<file path="src/design/ptb_pkg.sv">
`default_nettype none

package ptb_pkg;

  // channel and divider sizes
  localparam int unsigned NumLanes = 3;
  localparam int unsigned ChanW    = 8;
  localparam int unsigned DivW     = ChanW + 1;
  localparam int unsigned NumCells = ChanW;
  localparam int unsigned PixW     = 32;

  // lane positions
  localparam int unsigned LaneB = 0;
  localparam int unsigned LaneG = 1;
  localparam int unsigned LaneR = 2;

  // pixel formats
  typedef logic [1:0] mode_t;
  localparam mode_t MODE_RGB565      = 2'd0;
  localparam mode_t MODE_ARGB32      = 2'd1;
  localparam mode_t MODE_ARGB_TO_565 = 2'd2;

  // register indexes
  typedef logic [2:0] reg_idx_t;
  localparam reg_idx_t REG_TINT_RED   = 3'd0;
  localparam reg_idx_t REG_TINT_GREEN = 3'd1;
  localparam reg_idx_t REG_TINT_BLUE  = 3'd2;
  localparam reg_idx_t REG_TINT_LEVEL = 3'd3;
  localparam reg_idx_t REG_PIXEL_MODE = 3'd4;

  // one channel in the divider: partial remainder and the shared
  // dividend / quotient shift word
  typedef struct packed {
    logic [ChanW-1:0] rem;
    logic [ChanW-1:0] nq;
  } lane_t;

  // what one cell hands to the next
  typedef struct packed {
    logic                      valid;
    mode_t                     mode;
    logic [DivW-1:0]           divisor;
    lane_t [NumLanes-1:0]      lane;
  } cell_t;

endpackage

`default_nettype wire

</file>
<file path="src/design/pixel_tint_blend.sv">
// channel   | direction | signals                     | payload
// s_axis    | in        | tvalid tready tdata[31:0]   | src_pixel
// m_axis    | out       | tvalid tready tdata[31:0]   | dst_pixel
// cfg       | in        | we idx[2:0] data[7:0]       | tint_red/green/blue, tint_level, mode
//
// one pixel per cycle sustained while the output is not stalled; a pixel passes the numerator stage,
// eight divider cells (one quotient bit each) and the output register.
// reset clears the valid bits, the skid slot and the registers to
// tint 0, level 2, mode argb32.
// m_axis_tready low with the output slot full freezes the whole chain; a skid slot still takes one
// more request, so s_axis_tready drops in the cycle after that request is taken.
`default_nettype none

module pixel_tint_blend (
  input  wire logic        clk_i,
  input  wire logic        rst_ni,
  input  wire logic        s_axis_tvalid,
  output logic             s_axis_tready,
  input  wire logic [31:0] s_axis_tdata,   // [31:0] src_pixel
  output logic             m_axis_tvalid,
  input  wire logic        m_axis_tready,
  output logic [31:0]      m_axis_tdata,   // [31:0] dst_pixel
  input  wire logic        cfg_we_i,
  input  wire ptb_pkg::reg_idx_t cfg_idx_i,
  input  wire logic [7:0]  cfg_data_i
);
  import ptb_pkg::*;

  logic [ChanW-1:0] tint_red_q, tint_green_q, tint_blue_q, tint_level_q;
  mode_t            mode_q;
  logic             skid_q, skid_d;
  logic [PixW-1:0]  skid_data_q;
  logic             en;
  logic             in_valid;
  logic [PixW-1:0]  in_pixel;
  cell_t            chain [NumCells+1];
  logic             m_valid_q;
  logic [PixW-1:0]  m_data_q;
  logic [PixW-1:0]  pack_c;

  // configuration registers
  always_ff @(posedge clk_i or negedge rst_ni) begin
    if (!rst_ni) begin
      tint_red_q   <= '0;
      tint_green_q <= '0;
      tint_blue_q  <= '0;
      tint_level_q <= ChanW'(2);
      mode_q       <= MODE_ARGB32;
    end else if (cfg_we_i) begin
      unique case (cfg_idx_i)
        REG_TINT_RED:   tint_red_q   <= cfg_data_i;
        REG_TINT_GREEN: tint_green_q <= cfg_data_i;
        REG_TINT_BLUE:  tint_blue_q  <= cfg_data_i;
        REG_TINT_LEVEL: tint_level_q <= cfg_data_i;
        REG_PIXEL_MODE: mode_q       <= cfg_data_i[1:0];
        default: ;
      endcase
    end
  end

  // chain moves whenever the output slot is free or being drained
  assign en            = !m_valid_q || m_axis_tready;
  assign s_axis_tready = !skid_q;

  // skid slot catches a request taken during a stall
  always_comb begin
    skid_d = skid_q;
    if (en) begin
      skid_d = 1'b0;
    end else if (s_axis_tvalid && s_axis_tready) begin
      skid_d = 1'b1;
    end
  end

  always_ff @(posedge clk_i or negedge rst_ni) begin
    if (!rst_ni) begin
      skid_q <= 1'b0;
    end else begin
      skid_q <= skid_d;
    end
  end

  always_ff @(posedge clk_i) begin
    if (!en && !skid_q) begin
      skid_data_q <= s_axis_tdata;
    end
  end

  assign in_valid = skid_q || s_axis_tvalid;
  assign in_pixel = skid_q ? skid_data_q : s_axis_tdata;

  // numerator stage
  ptb_front u_front (
    .clk_i        (clk_i),
    .rst_ni       (rst_ni),
    .en_i         (en),
    .in_valid_i   (in_valid),
    .pixel_i      (in_pixel),
    .tint_red_i   (tint_red_q),
    .tint_green_i (tint_green_q),
    .tint_blue_i  (tint_blue_q),
    .tint_level_i (tint_level_q),
    .mode_i       (mode_q),
    .cell_o       (chain[0])
  );

  // divider cells, one quotient bit each
  for (genvar k = 0; k < NumCells; k++) begin : g_cell
    ptb_cell u_cell (
      .clk_i  (clk_i),
      .rst_ni (rst_ni),
      .en_i   (en),
      .cell_i (chain[k]),
      .cell_o (chain[k+1])
    );
  end

  // pack quotients into the output format
  always_comb begin
    unique case (chain[NumCells].mode)
      MODE_RGB565: pack_c = {16'h0000,
                             chain[NumCells].lane[LaneR].nq[4:0],
                             chain[NumCells].lane[LaneG].nq[5:0],
                             chain[NumCells].lane[LaneB].nq[4:0]};
      MODE_ARGB32: pack_c = {8'hFF,
                             chain[NumCells].lane[LaneR].nq,
                             chain[NumCells].lane[LaneG].nq,
                             chain[NumCells].lane[LaneB].nq};
      MODE_ARGB_TO_565: pack_c = {16'h0000,
                                  chain[NumCells].lane[LaneR].nq[7:3],
                                  chain[NumCells].lane[LaneG].nq[7:2],
                                  chain[NumCells].lane[LaneB].nq[7:3]};
      default: pack_c = '0;
    endcase
  end

  // output register
  always_ff @(posedge clk_i or negedge rst_ni) begin
    if (!rst_ni) begin
      m_valid_q <= 1'b0;
    end else if (en) begin
      m_valid_q <= chain[NumCells].valid;
    end
  end

  always_ff @(posedge clk_i) begin
    if (en) begin
      m_data_q <= pack_c;
    end
  end

  assign m_axis_tvalid = m_valid_q;
  assign m_axis_tdata  = m_data_q;

  // a finished pixel leaving the last cell lands in the output slot
  a_out_follows: assert property (@(posedge clk_i) disable iff (!rst_ni)
    en && chain[NumCells].valid |=> m_axis_tvalid)
    else $error("last cell result not moved to output");

  // the skid slot empties as soon as the chain moves
  a_skid_drains: assert property (@(posedge clk_i) disable iff (!rst_ni)
    skid_q && en |=> !skid_q)
    else $error("skid slot not drained");

  // a request taken during a stall is held in the skid slot
  a_skid_fills: assert property (@(posedge clk_i) disable iff (!rst_ni)
    s_axis_tvalid && s_axis_tready && !en |=> skid_q)
    else $error("stalled request not captured");

endmodule

`default_nettype wire

</file>
<file path="src/design/ptb_front.sv">
`default_nettype none

module ptb_front (
  input  wire logic                        clk_i,
  input  wire logic                        rst_ni,
  input  wire logic                        en_i,
  input  wire logic                        in_valid_i,
  input  wire logic [ptb_pkg::PixW-1:0]    pixel_i,
  input  wire logic [ptb_pkg::ChanW-1:0]   tint_red_i,
  input  wire logic [ptb_pkg::ChanW-1:0]   tint_green_i,
  input  wire logic [ptb_pkg::ChanW-1:0]   tint_blue_i,
  input  wire logic [ptb_pkg::ChanW-1:0]   tint_level_i,
  input  wire ptb_pkg::mode_t              mode_i,
  output ptb_pkg::cell_t                   cell_o
);
  import ptb_pkg::*;

  logic [ChanW-1:0]   src_c  [NumLanes];
  logic [ChanW-1:0]   tint_c [NumLanes];
  logic [2*ChanW-1:0] num_c  [NumLanes];
  cell_t              cell_q;

  // pick the channel values; 565 fields are blended as small integers
  always_comb begin
    if (mode_i == MODE_RGB565) begin
      src_c[LaneR]  = {3'b000, pixel_i[15:11]};
      src_c[LaneG]  = {2'b00, pixel_i[10:5]};
      src_c[LaneB]  = {3'b000, pixel_i[4:0]};
      tint_c[LaneR] = {3'b000, tint_red_i[7:3]};
      tint_c[LaneG] = {2'b00, tint_green_i[7:2]};
      tint_c[LaneB] = {3'b000, tint_blue_i[7:3]};
    end else begin
      src_c[LaneR]  = pixel_i[23:16];
      src_c[LaneG]  = pixel_i[15:8];
      src_c[LaneB]  = pixel_i[7:0];
      tint_c[LaneR] = tint_red_i;
      tint_c[LaneG] = tint_green_i;
      tint_c[LaneB] = tint_blue_i;
    end
  end

  // numerator tint * level + source, never above 16 bits
  always_comb begin
    for (int i = 0; i < NumLanes; i++) begin
      num_c[i] = (2*ChanW)'(tint_c[i]) * (2*ChanW)'(tint_level_i) + (2*ChanW)'(src_c[i]);
    end
  end

  // high byte is below the divisor since the quotient fits a byte
  always_ff @(posedge clk_i or negedge rst_ni) begin
    if (!rst_ni) begin
      cell_q <= '0;
    end else if (en_i) begin
      cell_q.valid   <= in_valid_i;
      cell_q.mode    <= mode_i;
      cell_q.divisor <= {1'b0, tint_level_i} + DivW'(1);
      for (int i = 0; i < NumLanes; i++) begin
        cell_q.lane[i].rem <= num_c[i][2*ChanW-1:ChanW];
        cell_q.lane[i].nq  <= num_c[i][ChanW-1:0];
      end
    end
  end

  assign cell_o = cell_q;

endmodule

`default_nettype wire

</file>
<file path="src/design/ptb_cell.sv">
`default_nettype none

module ptb_cell (
  input  wire logic            clk_i,
  input  wire logic            rst_ni,
  input  wire logic            en_i,
  input  wire ptb_pkg::cell_t  cell_i,
  output ptb_pkg::cell_t       cell_o
);
  import ptb_pkg::*;

  logic [DivW:0]    trial_c [NumLanes];
  logic             take_c  [NumLanes];
  logic [DivW:0]    diff_c  [NumLanes];
  lane_t            lane_d  [NumLanes];
  cell_t            cell_q;

  // one restoring step per lane: shift in the next dividend bit,
  // subtract when it fits, shift the quotient bit into the low end
  always_comb begin
    for (int i = 0; i < NumLanes; i++) begin
      trial_c[i] = {1'b0, cell_i.lane[i].rem, cell_i.lane[i].nq[ChanW-1]};
      take_c[i]  = trial_c[i] >= {1'b0, cell_i.divisor};
      diff_c[i]  = take_c[i] ? (trial_c[i] - {1'b0, cell_i.divisor}) : trial_c[i];
      lane_d[i].rem = diff_c[i][ChanW-1:0];
      lane_d[i].nq  = {cell_i.lane[i].nq[ChanW-2:0], take_c[i]};
    end
  end

  always_ff @(posedge clk_i or negedge rst_ni) begin
    if (!rst_ni) begin
      cell_q <= '0;
    end else if (en_i) begin
      cell_q.valid   <= cell_i.valid;
      cell_q.mode    <= cell_i.mode;
      cell_q.divisor <= cell_i.divisor;
      for (int i = 0; i < NumLanes; i++) begin
        cell_q.lane[i] <= lane_d[i];
      end
    end
  end

  assign cell_o = cell_q;

endmodule

`default_nettype wire
</file>
<file path="config.mk">
export PLATFORM = sky130hd
export DESIGN_NAME = pixel_tint_blend
export DESIGN_NICKNAME = d
export VERILOG_FILES = /design/src/design/ptb_pkg.sv /design/src/design/pixel_tint_blend.sv /design/src/design/ptb_front.sv /design/src/design/ptb_cell.sv
export SDC_FILE = /design/constraint.sdc
export NUM_CORES = 2
export LEC_CHECK = 0
export BUFFER_PORTS_ARGS = -buffer_cell sky130_fd_sc_hd__clkbuf_2
export CAP_MARGIN = 15
export CORE_MARGIN = 4
export CORE_UTILIZATION = 50
export CTS_BUF_LIST = sky130_fd_sc_hd__clkbuf_16
export DETAILED_ROUTE_END_ITERATION = 16
export PLACE_DENSITY = 0.68
export SYNTH_ARGS = -nofsm -noshare
export SYNTH_HDL_FRONTEND = slang
export SYNTH_SLANG_ARGS = --single-unit
</file>
<file path="constraint.sdc">
create_clock -name clk_i -period 7.4 [get_ports clk_i]
set_clock_uncertainty 0.15 [all_clocks]
set_input_delay 0.37 -clock clk_i [delete_from_list [all_inputs] [get_ports clk_i]]
set_output_delay 0.37 -clock clk_i [all_outputs]
set_load 0.005 [all_outputs]
</file>
# Word-level counts from Yosys, hierarchy flattened
# Index checks and enable logic that the tools add are counted.
[word_totals] mem_bits_rw=0 output_inout_bits=34 mem_bits_ro=0 n_memories=0 word_cells=187 latchBits=0 ff_bits=599 inputBits=48
[op_classes] n_bitwise=0 div=0 order_cmp=24 n_reduce_logical=16 addsub=25 eq_ne=6 shift=0 muxes=27 mul=3
[ops] op="greater-or-equal comparator 9 bit" count=24
[ops] op="two-way mux 8 bit" count=21
[ops] op="subtractor 8 bit" count=21
[ops] op="case mux 32 bit (3 select lines)" count=1
[ops] op="two-way mux 24 bit" count=3
[ops] op="adder 16 x 8 -> 16 bit" count=3
[ops] op="multiplier 8 x 8 -> 16 bit" count=3
[ops] op="AND reduction 2 bit" count=5
[ops] op="adder 8 x 1 -> 9 bit, second input constant" count=1
[ops] op="== test 3 x 2 -> 1 bit, second input constant" count=2
[ops] op="zero test 2 bit" count=2
[ops] op="== test 3 x 1 -> 1 bit, second input constant" count=1
[ops] op="== test 3 bit, second input constant" count=1
[ops] op="zero test 1 bit" count=3
[ops] op="zero test 3 bit" count=1
[ops] op="== test 2 x 1 -> 1 bit, second input constant" count=1
[ops] op="== test 2 bit, second input constant" count=1
[ops] op="logical AND 1 bit" count=2
[ops] op="logical OR 1 bit" count=2
[ops] op="two-way mux 1 bit" count=2
[ops] op="nonzero test 2 bit" count=1

# Depth between registers and ports, before layout
[depth] ltp_word=4 mapped_depth=21

# Hierarchy
# A second synthesis with hierarchy kept.
[hier_totals] cells_unflattened=3959 area_unflattened_um2=42373.1
[by_module_without_submodules] mod="ptb_cell at g_cell[4].u_cell ..." area_per_inst_um2=3602.2 cells_each=333 seq_area_each_um2=1501.4 instances=4
[by_module_without_submodules] mod="ptb_cell at g_cell[0].u_cell ..." area_per_inst_um2=3559.7 cells_each=330 seq_area_each_um2=1501.4 instances=3
[by_module_without_submodules] mod="ptb_front" area_per_inst_um2=9834.4 cells_each=1074 seq_area_each_um2=1501.4 instances=1
[by_module_without_submodules] mod="pixel_tint_blend" area_per_inst_um2=3902.5 cells_each=233 seq_area_each_um2=2615.0 instances=1
[by_module_without_submodules] mod="ptb_cell at g_cell[3].u_cell" area_per_inst_um2=3548.4 cells_each=330 seq_area_each_um2=1501.4 instances=1

# Least setup slack after synthesis
# Ideal clock, no wire load.
[synth_timing] path_type="reg2reg" from="register mode_q[0]" to="register u_front.cell_q, in the netlist u_front.cell_o[29]" arrival_ns=5.325 required_time_ns=7.130 stages_incl_launch_ff=19 path_slack_ns=1.804 path_cell_list="dfstp_2 -> or2_2 -> buf_2 -> buf_1 -> mux2i_1 -> nor2b_1 -> fa_1 -> fa_1 -> fa_1 -> inv_1 -> fa_1 -> inv_1 -> ha_1 -> a21oi_1 -> o22ai_1 -> a21o_1 -> o21a_1 -> or3_1 -> a31o_2"
[synth_between] elab_chain_len=4 word_cells_on_any_way=5
[synth_lines] element="start, declared" line="pixel_tint_blend.sv:30" rtl="mode_t mode_q;"
[synth_lines] element="start signal, assigned" line="pixel_tint_blend.sv:55" rtl="REG_PIXEL_MODE: mode_q <= cfg_data_i[1:0];"
[synth_lines] element="zero test 2 bit (*)" line="ptb_front.sv:25" rtl="if (mode_i == MODE_RGB565) begin"
[synth_lines] element="two-way mux 24 bit" line="ptb_front.sv:25"
[synth_lines] element="multiplier 8 x 8 -> 16 bit" line="ptb_front.sv:45" rtl="num_c[i] = (2*ChanW)'(tint_c[i]) * (2*ChanW)'(tint_level_i) + (2*ChanW)'(src_c[i]);"
[synth_lines] element="adder 16 x 8 -> 16 bit (*)" line="ptb_front.sv:45"
[synth_lines] element="end, declared" line="ptb_front.sv:21" rtl="cell_t cell_q;"
# Every way passes the cells marked *; elsewhere a longest branch is shown, timed or not.
# A chain may end at the register's enable or synchronous reset.

# Worst setup path after layout
# Ends and elaborated chain as after synthesis.

==> impl_metrics.yaml <==
worst_setup_path:
  arrival_ns: 6.38
  r2r_slack_ns: 1.37
  cp_max_fo: 22
  rr_worst_depth: 16
  rr_endpoint: "u_front.cell_o[29]"
  crit_type: "reg -> reg"
  reg2reg_from: "mode_q[0]"
  worstPathRequired_ns: 7.75
  start_kind: "flip-flop"
  end_kind: "flip-flop"
cts:
  clock-sinks: 592
  clk_latency_ns: 0.62
  post_cts_resized: 0
  holdBufCountCts: 34
  cts.clk_slew.worst_paths_ns: 0.06
  htree_levels: 3
  cts_tree: "built"
  clockRootBuffer: "clkbuf_16"
  cts_setup_buffers: 0
  cts_made_buffers: 66
  clockBufferDepth: 3
logic_synthesis:
  ys_warn_count: 0
  synth-adder-area-share: 0.182
  synth_edf_count: 49
  synthXorXnorAreaFrac: 0.0255
  syn_nets: 4777
  avgSynthCellArea_um2: 9.22
  ys_seq_area_frac: 0.384
  synth_top_cell_by_area: "dfrtp_1"
  synthTopCellsByArea: "dfrtp_1 (35%), ha_1 (10%), nand2_1 (9.4%)"
  syn_area_um2: 39200
  synth_compound_area_frac: 0.135
  postSynth.asyncResetShare: 0.917
  synth-simple-area-share: 0.179
  synth_top_area_frac: 0.345
  yosysUniqueCellTypes: 70
  synth_top_family_by_area: "adder cells"
  synthMuxAreaShare: 0.0460
  synth_ff_type: "dfrtp_1"
  synth_cells: 4251
  ys_ff_latch: 592
drt:
  drtPass1Iterations: 6
  wirelength_um: 92300
  vias: 29500
  drtIter0Drc: 1875
  wl_per_cell_um: 17.2
  viasPerCell: 5.51
  post-route-drc-count: 0
  antenna_left: 0
sta:
  post-route-min-period_ns: 6.03
  fmax_mhz: 166
  hold_violations: 0
  min_period_over_period: 0.815
  setup_viol: 0
  relSlewSlack: 0.248
  holdWs_ns: 0.0593
  finalMaxSlewViolations: 0
  tns_ns: 0
  worst_slew_pin_slew_ns: 1.13
  rsz0062_at_grt: "no"
global_route:
  grt_use_total: 0.224
  antenna_found_initial: 0
  overflow: 0
  grt_pass1_wl_um: 151000
  grt_pass1_vias: 29000
  grt_max_degree: 235
worst_hold_path:
  worst_hold_path.endpoint: "mode_q[0]"
  hold_depth: 4
  hold_start: "cfg_we_i"
  hold_path.class: "in -> reg"
cells_and_area:
  syn_to_final_growth_pct: 9.41
  finalNonFillerCells: 5352
  layout_commonest_cell: "nand2_1"
  nets: 4790
  antenna_cells: 0
  multi_input_area_um2: 22300
  final_cell_mix: "nand2_1 (980), dfrtp_1 (541), ha_1 (325)"
  seqCellArea_um2: 15100
  final_layout_size_suffix_gt1_frac: 0.0675
  final_area_um2: 42900
  fillers: 6967
placement:
  finalWeightedCongestion: 0.877
  io_buffer_count: 73
  dp.cells: 5200
  hpwl_um: 65800
  placed_area_um2: 40400
die:
  core_um2: 77600
  initial_core_util: 0.505
  fp.dieArea_um2: 82900
  die_y_um: 288
  io_pins: 82
  dieWidth_um: 288
  rows: 102
flow_run:
  maxCapViolCount: 0
status:
  status: "finished clean"
-- sequential cells by signal, summed over array words and instances (netlist names) --
| register | count |
|---|---|
| m_axis_tdata | 25 |
| tint_blue_q | 8 |
| g_cell.u_cell.cell_o | 447 |
| skid_q | 1 |
| tint_green_q | 8 |
| tint_red_q | 8 |
| skid_data_q | 24 |
| mode_q | 2 |
| m_axis_tvalid | 1 |
| u_front.cell_o | 60 |
| tint_level_q | 8 |
-- cell type report --
class / instances / area share
Sequential cell: 592 / 0.351
Tap cell: 1040 / 0.0303
Clock inverter: 49 / 0.00998
Timing Repair Buffer: 136 / 0.0242
Clock buffer: 67 / 0.0391
Inverter: 299 / 0.0263
Multi-Input combinational cell: 3169 / 0.519
-- synth_stat cells (5+ instances only) --
master / count
a2111oi_0: 15
a211o_1: 10
a211oi_1: 21
a21o_1: 42
a21oi_1: 163
a221o_1: 7
a221oi_1: 6
a31oi_1: 14
and2_1: 46
and3_1: 57
and4_1: 5
buf_1: 19
buf_2: 18
buf_4: 8
clkbuf_1: 145
dfrtp_1: 541
edfxtp_1: 49
fa_1: 153
ha_1: 325
inv_1: 299
mux2_2: 60
mux2i_1: 88
mux4_2: 11
nand2_1: 980
nand2b_1: 65
nand3_1: 89
nand4_1: 20
nor2_1: 164
nor2b_1: 124
nor3_1: 35
o2111ai_1: 28
o211ai_1: 39
o21a_1: 49
o21ai_0: 288
o21bai_1: 22
o2bb2a_1: 10
o2bb2ai_1: 10
o311ai_0: 25
o31a_1: 23
o31ai_1: 17
or4_1: 5
xnor2_1: 59
xor2_1: 55
-- cell families after synthesis --
group                      Yosys count
DFF                                592
xor gates and xnor gates           114
muxes                              159
AOI/OAI and AO/OA                  817
and+or+nand+nor                   1601
buffers and inverters              490
adders and majority gates          478
-- how the worst max path moves through the flow --
| stage | start | end | slack, ns | depth (start not counted) |
|---|---|---|---|---|
| floorplan | mode_q[0] | u_front.cell_o[29] | 1.80 | 18 |
| global placement | mode_q[0] | u_front.cell_o[29] | 1.38 | 16 |
| detailed placement | mode_q[0] | u_front.cell_o[29] | 1.39 | 16 |
| CTS | mode_q[0] | u_front.cell_o[29] | 1.37 | 16 |
| global route | mode_q[0] | u_front.cell_o[47] | 1.00 | 16 |
| finish | mode_q[0] | u_front.cell_o[29] | 1.37 | 16 |
-- stage by stage --
step                worst slack, ns   util
global placement               1.38  0.521
finish                         1.37  0.553
global route                   1.00  0.553
floorplan                      1.80      -
detailed placement             1.39  0.521
CTS                            1.37  0.552
-- critical path, cell delays in order (launching register included) --
cell and delay, ns:
dfstp_2 0.54, or2_2 0.49, mux2i_1 0.74, nor2b_1 0.16
fa_1 0.54, fa_1 0.52, fa_1 0.54, inv_1 0.05
fa_1 0.52, inv_1 0.04, ha_1 0.34, a21oi_1 0.24
o22ai_1 0.13, a21o_1 0.19, o21a_1 0.18, or3_1 0.30
a31o_2 0.23
-- metal layers --
metal / routed length (µm) / up-vias / share of wire / track usage
met4: 2890 / 0 / 0.031 / 0.0697
met2: 44800 / 529 / 0.49 / 0.379
met1: 41300 / 14300 / 0.45 / 0.301
li1: - / 14500 / - / -
met3: 3280 / 175 / 0.035 / 0.0290
met5: 0 / - / 0 / 0
Power is left out: the tool's default activity adds up to more than one toggle a clock period on the data nets, which glitch-free logic cannot reach.
